## src/hdl/bbd_pkg.sv

```systemverilog
// Package for the byte string dedup table: result codes, controller states,
// and the command and status bundles between controller and datapath.
// No dependencies; every other file of the block but bbd_ram uses it.
package bbd_pkg;

    // Widths fixed by the channel payload.
    localparam int BYTE_W     = 8;
    localparam int SLOT_IDX_W = 3;

    // Result status codes.
    typedef enum logic [1:0] {
        ST_OK        = 2'd0,
        ST_NOT_FOUND = 2'd1,
        ST_FULL      = 2'd2,
        ST_TOO_LONG  = 2'd3
    } t_status;

    // Source of the reported slot number.
    typedef enum logic [1:0] {
        SEL_ZERO = 2'd0,
        SEL_SCAN = 2'd1,
        SEL_NEW  = 2'd2
    } t_slot_sel;

    // Controller states.
    typedef enum logic [2:0] {
        CS_STREAM   = 3'd0,
        CS_DECIDE   = 3'd1,
        CS_META_RD  = 3'd2,
        CS_META_CHK = 3'd3,
        CS_CMP      = 3'd4
    } t_ctl_state;

    // Commands from the controller to the datapath.
    typedef struct packed {
        logic      take_byte;
        logic      clear_str;
        logic      commit;
        logic      scan_clr;
        logic      scan_inc;
        logic      meta_rd;
        logic      cmp_start;
        logic      res_load;
        t_status   res_status;
        t_slot_sel res_sel;
    } t_dp_cmd;

    // Status from the datapath to the controller.
    typedef struct packed {
        logic overflow;
        logic op_add;
        logic table_full;
        logic table_empty;
        logic scan_last;
        logic meta_hit;
        logic cmp_done;
        logic cmp_hit;
        logic out_free;
    } t_dp_sts;

endpackage

```

## src/hdl/bbd_ctrl.sv

```systemverilog
// Controller of the byte string dedup table: sequences streaming, the add
// decision and the slot scan with byte compare. Depends on bbd_pkg.
module bbd_ctrl (
    input  logic             i_clk,
    input  logic             i_rst_n,
    input  logic             i_in_valid,
    input  logic             i_in_last,
    output logic             o_in_ready,
    input  bbd_pkg::t_dp_sts i_sts,
    output bbd_pkg::t_dp_cmd o_cmd
);
    bbd_pkg::t_ctl_state r_state;
    bbd_pkg::t_ctl_state n_state;

    assign o_in_ready = (r_state == bbd_pkg::CS_STREAM);

    // State register.
    always_ff @(posedge i_clk) begin
        if (!i_rst_n) begin
            r_state <= bbd_pkg::CS_STREAM;
        end else begin
            r_state <= n_state;
        end
    end

    // Next state and datapath commands.
    always_comb begin
        n_state = r_state;
        o_cmd   = '0;
        case (r_state)
            bbd_pkg::CS_STREAM: begin
                o_cmd.take_byte = i_in_valid;
                if (i_in_valid && i_in_last) begin
                    n_state = bbd_pkg::CS_DECIDE;
                end
            end
            bbd_pkg::CS_DECIDE: begin
                // Wait until the result register can take the outcome.
                if (i_sts.out_free) begin
                    if (i_sts.overflow) begin
                        o_cmd.res_load   = 1'b1;
                        o_cmd.res_status = bbd_pkg::ST_TOO_LONG;
                        o_cmd.clear_str  = 1'b1;
                        n_state          = bbd_pkg::CS_STREAM;
                    end else if (i_sts.op_add) begin
                        o_cmd.res_load  = 1'b1;
                        o_cmd.clear_str = 1'b1;
                        n_state         = bbd_pkg::CS_STREAM;
                        if (i_sts.table_full) begin
                            o_cmd.res_status = bbd_pkg::ST_FULL;
                        end else begin
                            o_cmd.commit     = 1'b1;
                            o_cmd.res_status = bbd_pkg::ST_OK;
                            o_cmd.res_sel    = bbd_pkg::SEL_NEW;
                        end
                    end else if (i_sts.table_empty) begin
                        o_cmd.res_load   = 1'b1;
                        o_cmd.res_status = bbd_pkg::ST_NOT_FOUND;
                        o_cmd.clear_str  = 1'b1;
                        n_state          = bbd_pkg::CS_STREAM;
                    end else begin
                        o_cmd.scan_clr = 1'b1;
                        n_state        = bbd_pkg::CS_META_RD;
                    end
                end
            end
            bbd_pkg::CS_META_RD: begin
                o_cmd.meta_rd = 1'b1;
                n_state       = bbd_pkg::CS_META_CHK;
            end
            bbd_pkg::CS_META_CHK: begin
                // Length and sum filter before the byte compare.
                if (i_sts.meta_hit) begin
                    o_cmd.cmp_start = 1'b1;
                    n_state         = bbd_pkg::CS_CMP;
                end else if (i_sts.scan_last) begin
                    o_cmd.res_load   = 1'b1;
                    o_cmd.res_status = bbd_pkg::ST_NOT_FOUND;
                    o_cmd.clear_str  = 1'b1;
                    n_state          = bbd_pkg::CS_STREAM;
                end else begin
                    o_cmd.scan_inc = 1'b1;
                    n_state        = bbd_pkg::CS_META_RD;
                end
            end
            bbd_pkg::CS_CMP: begin
                if (i_sts.cmp_done) begin
                    if (i_sts.cmp_hit) begin
                        o_cmd.res_load   = 1'b1;
                        o_cmd.res_status = bbd_pkg::ST_OK;
                        o_cmd.res_sel    = bbd_pkg::SEL_SCAN;
                        o_cmd.clear_str  = 1'b1;
                        n_state          = bbd_pkg::CS_STREAM;
                    end else if (i_sts.scan_last) begin
                        o_cmd.res_load   = 1'b1;
                        o_cmd.res_status = bbd_pkg::ST_NOT_FOUND;
                        o_cmd.clear_str  = 1'b1;
                        n_state          = bbd_pkg::CS_STREAM;
                    end else begin
                        o_cmd.scan_inc = 1'b1;
                        n_state        = bbd_pkg::CS_META_RD;
                    end
                end
            end
            default: begin
                n_state = bbd_pkg::CS_STREAM;
            end
        endcase
    end

    // A last byte always leads to the decision state.
    a_last_to_decide: assert property (@(posedge i_clk) disable iff (!i_rst_n)
        (o_cmd.take_byte && i_in_last) |=> (r_state == bbd_pkg::CS_DECIDE))
        else $error("last byte did not lead to the decision state");

    // A byte compare is only started after the length and sum matched.
    a_cmp_after_meta: assert property (@(posedge i_clk) disable iff (!i_rst_n)
        o_cmd.cmp_start |-> i_sts.meta_hit)
        else $error("compare started without a length and sum match");
endmodule

```

## config.mk

```make
export PLATFORM = sky130hd
export DESIGN_NAME = bbd_ctrl
export DESIGN_NICKNAME = d
export VERILOG_FILES = /design/src/hdl/bbd_pkg.sv /design/src/hdl/bbd_ctrl.sv
export SDC_FILE = /design/constraint.sdc
export NUM_CORES = 1
export LEC_CHECK = 0
export BUFFER_PORTS_ARGS = -buffer_cell sky130_fd_sc_hd__buf_2
export CAP_MARGIN = 20
export CORE_AREA = 10 10 47 49
export DETAILED_ROUTE_END_ITERATION = 10
export DIE_AREA = 0 0 57 59
export PLACE_DENSITY = 0.58
export SETUP_SLACK_MARGIN = 0.2
export SLEW_MARGIN = 20
export SYNTH_ARGS = -nofsm -noshare
export SYNTH_HDL_FRONTEND = slang
export SYNTH_SLANG_ARGS = --single-unit
```

## constraint.sdc

```tcl
create_clock -name i_clk -period 1.3 [get_ports i_clk]
set_input_delay 0 -clock i_clk [delete_from_list [all_inputs] [get_ports i_clk]]
set_output_delay 0 -clock i_clk [all_outputs]
set_load 0.05 [all_outputs]
```

==> flow_summary_export.csv, run 1 <==
group,metric,value,unit
sta,fin_crit,1.42,ns
yosys,mappedNetlistNets,58,
run_status,status,"finished with violations",
routing,drt-total-wl,1490,um
routing,drt_first_pass_iters,1,
setup_path,critPathBufInv,2,
final_layout,antennaDiodeCount,0,
clocking,cts_buffers,3,
setup_path,critPathTopFamily,"simple AND/OR/NAND/NOR gates",
sta,final_period_util,109,%
setup_path,arrival,1.42,ns
setup_path,cp-end-kind,"output pin",
setup_path,critical_path_peak_fanout,5,
routing,dr_wl_cell,15.1,um
clocking,ctsLongestPathBuffers,2,
yosys,synthDistinctLibCells,25,
placed_design,dpl.hpwl,1100,um
global_routing,first_global_vias,567,
placed_design,io_buffer_count,25,
die,die_h,59,um
die,initial_core_utilization,27.8,%
pwr,total_leakage_power,0.374,nW
yosys,ys.warnings.count,0,
clocking,clock-sinks,3,
yosys,post_synthesis_instance_total,45,
pwr,power_density,505,nW/um^2
routing,antenna_violating_nets_post_route,0,
routing,via_per_inst,5.03,
sta,report.final.hold_viol_count,0,
sta,final-setup-viol-count,7,
global_routing,globalRouteOverflowTotal,0,
clocking,clock_tree.htree_level_count,1,
global_routing,grt_start_max_net_pins,10,
setup_path,max_stage_delay,0.36,ns
yosys,sequential_element_share_of_the_synthesized_area,15.4,%
placed_design,dp.cells,90,
sta,worstMarginPinSlew,0.374,ns
final_layout,area_growth_syn_to_layout,133,%
clocking,worst_skew_pair.late_latency,0.24,ns
die,ios,26,
final_layout,final_layout_size_suffix_gt1_share,84.3,%
final_layout,largest_register_ffs,3,
routing,dr_total_vias,498,
final_layout,largest-register,"r_state",
sta,final_max_slew_viol_count,0,
sta,grt_setup_unrepaired,"yes",
die,fp.coreArea,1400,um^2
clocking,cts_root_buf,"sky130_fd_sc_hd__clkbuf_4",
yosys,ys_ff_latch,3,
final_layout,layout.cells.non_filler,99,
sta,max_freq,0.705,GHz
clocking,clock_tree_from_tritoncts,"yes",
setup_path,cp_cell_sequence,"and4bb_4 > a21oi_2 > buf_4 > nor2_4 > buf_8",
sta,clock_skew,0.00479,ns
yosys,synth_area,389,um^2
sta,slew-limit-headroom,74.9,%
setup_path,crit_path_start_kind,"flop",
die,core.rowCount,14,
final_layout,number_of_fill_cells,126,
setup_path,required,1.30,ns
global_routing,initial_antenna_violation_count,0,
setup_path,critical_setup_path_class,"reg2out",
yosys,post_synth.cell_area_avg,8.65,um^2
routing,drc_errors,0,
sta,whs,0.0183,ns
die,die_x,57,um
die,dieArea,3360,um^2
run,max-cap-violations,0,
final_layout,final_net_count,97,
global_routing,wire_length_of_the_first_global_routing_pass,2550,um
placed_design,finalWeightedCongestion,0.701,
setup_path,critical-path-slowest-cell,"sky130_fd_sc_hd__dfxtp_4",
pwr,power.ir.vdd_worst,0.000255,V
routing,drt-initial-drc-count,0,
final_layout,final_util,64.8,%
sta,worst_slack,-0.119,ns
clocking,cts_hold_buf,0,
worst_hold_path,timing.hold.worst.class,"in2reg",
final_layout,largest_registers,"r_state (3)",
clocking,path_clk_slew,0.04,ns
run_status,violations,"negative setup slack",
global_routing,grtUsageTotal,9.02,%
where the power goes:
group | total, mW | switching, mW | internal [mW]
Clock | 0.166 | 0.0509 | 0.115
Sequential | 0.0945 | 0.00295 | 0.0916
Combinational | 0.198 | 0.108 | 0.0899
layer usage:
metal / vias up / GRT usage [%] / part of all wire [%] / wire [um]
met1: 222 / 9.35 / 36 / 533
met2: 25 / 14.7 / 48 / 721
met4: 0 / 4.03 / 1.3 / 19
met5: - / 0 / 0 / 0
li1: 249 / - / - / -
met3: 2 / 4.94 / 14 / 216
worst paths after layout:
path	to	cells past startpoint	startpoint	slack, ns
min	r_state[2]	2	i_rst_n	0.02
max	o_cmd[7]	5	r_state[1]	-0.12
min reg2reg	r_state[0]	2	r_state[2]	0.62
max reg2reg	r_state[1]	5	r_state[0]	0.14
synth_stat cells:
cell / n / area share (%)
sky130_fd_sc_hd__o22a_2: 1 / 2.6
sky130_fd_sc_hd__a211oi_2: 1 / 3.2
sky130_fd_sc_hd__and4b_1: 1 / 2.6
sky130_fd_sc_hd__nor3b_1: 1 / 1.9
sky130_fd_sc_hd__o21a_1: 1 / 1.9
sky130_fd_sc_hd__nor3b_2: 1 / 3.2
sky130_fd_sc_hd__a211o_1: 1 / 2.3
sky130_fd_sc_hd__inv_1: 3 / 2.9
sky130_fd_sc_hd__dfxtp_1: 3 / 15
sky130_fd_sc_hd__and4bb_2: 2 / 6.4
sky130_fd_sc_hd__nor3_1: 3 / 3.9
sky130_fd_sc_hd__nor4_1: 2 / 3.2
sky130_fd_sc_hd__o21ai_2: 1 / 2.3
sky130_fd_sc_hd__buf_4: 1 / 1.9
sky130_fd_sc_hd__o21ai_1: 1 / 1.3
sky130_fd_sc_hd__o22ai_1: 3 / 4.8
sky130_fd_sc_hd__nand4bb_4: 1 / 7.1
sky130_fd_sc_hd__nor2b_1: 2 / 3.2
sky130_fd_sc_hd__nor2_1: 4 / 3.9
sky130_fd_sc_hd__and2_1: 2 / 3.2
sky130_fd_sc_hd__buf_6: 2 / 5.8
sky130_fd_sc_hd__a21oi_1: 5 / 6.4
sky130_fd_sc_hd__nor4b_1: 1 / 2.3
sky130_fd_sc_hd__and3b_1: 1 / 2.3
sky130_fd_sc_hd__nor4b_4: 1 / 6.1
timing repair:
action,CTS,global route
gates cloned,0,1
setup buffers,4,0
resized for setup,40,9
setup endpoints to repair,15,16
pin swaps,9,7
cell type report:
type                       instances  area [um^2]  area share, %
multi-input combinational         36          418           46.0
tap                               16         20.0           2.20
timing repair buffer              37          364           40.1
sequential                         3         68.8           7.58
clock buffer                       4         26.3           2.89
inverter                           3         11.3           1.24
logic make-up (layout without fill, tap and decap cells):
kind of cell / Yosys count / in the layout / share of synthesized area (%)
buf+inv: 6 / 44 / 10.6
flops: 3 / 3 / 15.4
simple gates: 22 / 22 / 49.2
compound gates: 14 / 14 / 24.8
placed cells by master, fill, tap and decap left out, types with 2 or more instances in the layout:
cell type,instances
sky130_fd_sc_hd__a21oi_2,3
sky130_fd_sc_hd__and2_4,2
sky130_fd_sc_hd__buf_8,5
sky130_fd_sc_hd__dfxtp_4,2
sky130_fd_sc_hd__inv_1,3
sky130_fd_sc_hd__nor4_4,2
sky130_fd_sc_hd__nor2_2,2
sky130_fd_sc_hd__a21oi_1,2
sky130_fd_sc_hd__buf_6,13
sky130_fd_sc_hd__buf_2,12
sky130_fd_sc_hd__o21ai_2,2
sky130_fd_sc_hd__clkbuf_4,3
sky130_fd_sc_hd__buf_4,5
sky130_fd_sc_hd__o22ai_2,2
sky130_fd_sc_hd__nor3b_4,2
per-stage QoR:
step / worst slack (ns) / instance area (um^2) / power [mW] / TNS [ns]
2_1_floorplan: -0.0529 / 488 / 0.202 / -0.147
3_3_place_gp: 0.0178 / 652 / 0.252 / 0
3_5_place_dp: -0.00102 / 652 / 0.253 / -0.00102
4_1_cts: -0.0927 / 848 / 0.466 / -0.529
5_1_grt: -0.169 / 908 / 0.485 / -1.01
6_report: -0.119 / 908 / 0.459 / -0.499
Note: power is estimated with default switching activity, not from simulation.
==> inputs of run 2 (changes only) <==
--- a/config.mk
+++ b/config.mk
@@ -10,7 +10,7 @@
 export CORE_AREA = 10 10 47 49
 export DETAILED_ROUTE_END_ITERATION = 10
 export DIE_AREA = 0 0 57 59
-export PLACE_DENSITY = 0.58
+export PLACE_DENSITY = 0.61
 export SETUP_SLACK_MARGIN = 0.2
 export SLEW_MARGIN = 20
 export SYNTH_ARGS = -nofsm -noshare
==> constraint.sdc (replaced) <==
create_clock -name i_clk -period 1.2 [get_ports i_clk]
set_input_delay 0 -clock i_clk [delete_from_list [all_inputs] [get_ports i_clk]]
set_output_delay 0 -clock i_clk [all_outputs]
set_load 0.05 [all_outputs]
==> run 2 against run 1 <==
  * The run still ends with negative setup slack left
  * Power rose by 13%
  * Sequential power rose by 8%
  * Sequential share of layout area hardly changed
  * Non-clock buffer count grew 5
  * Combinational power rose by 19%
  * Register-to-register slack got worse by 0.19 ns
  * Critical path depth stayed put
  * Critical endpoint is now o_cmd[10]
==> flow_summary_export.csv, run 2 (synthesis results as in run 1) <==
group,metric,value,unit
worst_hold_path,timing.hold.worst.class,"in2reg",
sta,final-setup-viol-count,12,
pwr,power_density,548,nW/um^2
routing,drt-total-wl,1560,um
die,core.rowCount,14,
routing,drc_errors,0,
final_layout,largest_registers,"r_state (3)",
final_layout,final_cell_area,947,um^2
setup_path,cp_common_cell,"sky130_fd_sc_hd__buf_6",
sta,final_max_slew_viol_count,0,
setup_path,cp-end-kind,"output pin",
sta,fin_crit,1.41,ns
routing,drt_first_pass_iters,3,
sta,grt_setup_unrepaired,"yes",
setup_path,cp_cell_sequence,"and4bb_4 > nor2_2 > buf_6 > o22ai_4 > buf_6",
setup_path,max_stage_delay,0.38,ns
clocking,cts_hold_buf,0,
global_routing,grt_start_max_net_pins,9,
routing,drt-initial-drc-count,6,
sta,fin_setup_tns,-1.41,ns
setup_path,critical_path_peak_fanout,5,
routing,dr_total_vias,534,
final_layout,final_net_count,102,
setup_path,critPathBufInv,2,
die,dieArea,3360,um^2
global_routing,globalRouteOverflowTotal,0,
sta,max_freq,0.708,GHz
routing,dr_wl_cell,15.0,um
setup_path,arrival,1.41,ns
final_layout,number_of_fill_cells,115,
worst_hold_path,hold_path_startpoint,"i_rst_n",
clocking,cts_root_buf,"sky130_fd_sc_hd__clkbuf_4",
final_layout,largest-register,"r_state",
sta,slew-limit-headroom,72.7,%
placed_design,place_worst_setup_slack,-0.0826,ns
run_status,violations,"negative setup slack",
final_layout,final_util,67.6,%
setup_path,required,1.20,ns
final_layout,layout.cells.non_filler,104,
global_routing,wire_length_of_the_first_global_routing_pass,2640,um
final_layout,final_layout_size_suffix_gt1_share,84.1,%
die,die_h,59,um
setup_path,rr_worst_depth,6,
clocking,ctsLongestPathBuffers,2,
sta,final_period_util,118,%
clocking,cts_buffers,3,
setup_path,crit_path_start_kind,"flop",
placed_design,placement.cell_area,692,um^2
die,initial_core_utilization,27.8,%
clocking,clock_tree_from_tritoncts,"yes",
sta,clock_skew,0.00142,ns
setup_path,critical-path-slowest-cell,"sky130_fd_sc_hd__and4bb_4",
final_layout,largest_register_ffs,3,
final_layout,most_frequent_cells_in_the_layout,"sky130_fd_sc_hd__buf_6, sky130_fd_sc_hd__buf_2, sky130_fd_sc_hd__buf_4, sky130_fd_sc_hd__buf_8",
global_routing,initial_antenna_violation_count,0,
run_status,status,"finished with violations",
run,max-cap-violations,0,
die,fp.coreArea,1400,um^2
worst_hold_path,hold-path-cell-count,2,
clocking,clock_tree.htree_level_count,1,
setup_path,ff2ff_setup_slack,-0.05,ns
placed_design,dpl.hpwl,1120,um
die,die_x,57,um
setup_path,critPathTopFamily,"simple AND/OR/NAND/NOR gates",
final_layout,area_growth_syn_to_layout,143,%
sta,worstMarginPinSlew,0.407,ns
clocking,worst_skew_pair.late_latency,0.24,ns
global_routing,first_global_vias,594,
sta,report.final.hold_viol_count,0,
final_layout,commonest_non_fill_non_tap_cell_in_the_layout,"sky130_fd_sc_hd__buf_6",
setup_path,critical_setup_path_class,"reg2out",
setup_path,r2r_end,"r_state[1]",
pwr,power.ir.vdd_worst,0.000322,V
die,ios,26,
final_layout,antennaDiodeCount,0,
placed_design,io_buffer_count,25,
sta,worst_slack,-0.212,ns
placed_design,finalWeightedCongestion,0.744,
setup_path,r2r_start,"r_state[0]",
global_routing,grtUsageTotal,9.34,%
routing,via_per_inst,5.13,
routing,antenna_violating_nets_post_route,0,
clocking,path_clk_slew,0.04,ns
placed_design,dp.cells,94,
sta,whs,0.00968,ns
pwr,total_power,0.519,mW
pwr,total_leakage_power,0.399,nW
worst_hold_path,worst_hold_path.endpoint,"r_state[2]",
clocking,clock-sinks,3,
## run 2: cell count changes in the layout (fill, tap and decap cells not counted), sizes merged
cell,before,now
clkbuf,5,4
buf,36,42
## run 2: what timing repair did
action / in CTS / in global routing
cloned: 0 / 0
gates resized for setup: 40 / 10
buffers inserted: 2 / 4
pin swaps: 14 / 10
setup endpoints to repair: 16 / 16
## run 2: where the power goes
| group | internal, mW | switching (mW) | total [mW] |
|---|---|---|---|
| clock network | 0.125 | 0.0564 | 0.181 |
| registers | 0.0983 | 0.00352 | 0.102 |
| logic | 0.111 | 0.124 | 0.236 |
| total | 0.335 | 0.184 | 0.519 |
## run 2: worst max path at each step
stage / from / to / slack (ns) / cells after the start
after floorplan: r_state[2] / o_cmd[1] / -0.15 / 3
after global placement: r_state[0] / o_cmd[4] / -0.06 / 4
after CTS: r_state[1] / o_cmd[4] / -0.25 / 5
after detailed placement: r_state[0] / o_cmd[4] / -0.08 / 4
after global routing: r_state[0] / o_cmd[10] / -0.26 / 5
final: r_state[0] / o_cmd[10] / -0.21 / 5
## run 2: cell type report
cell class / count / area, um^2 / share of cell area (%)
Multi-Input combinational cell: 36 / 423 / 44.6
Timing Repair Buffer: 42 / 395 / 41.7
Sequential cell: 3 / 71.3 / 7.53
Clock buffer: 4 / 26.3 / 2.77
Tap cell: 16 / 20.0 / 2.11
Inverter: 3 / 11.3 / 1.19
## run 2: per-layer routing
metal | track usage, % | wire, um
met2 | 16.3 | 756
met3 | 6.87 | 228
met5 | 0 | 0
met4 | 2.01 | 0
met1 | 8.67 | 572
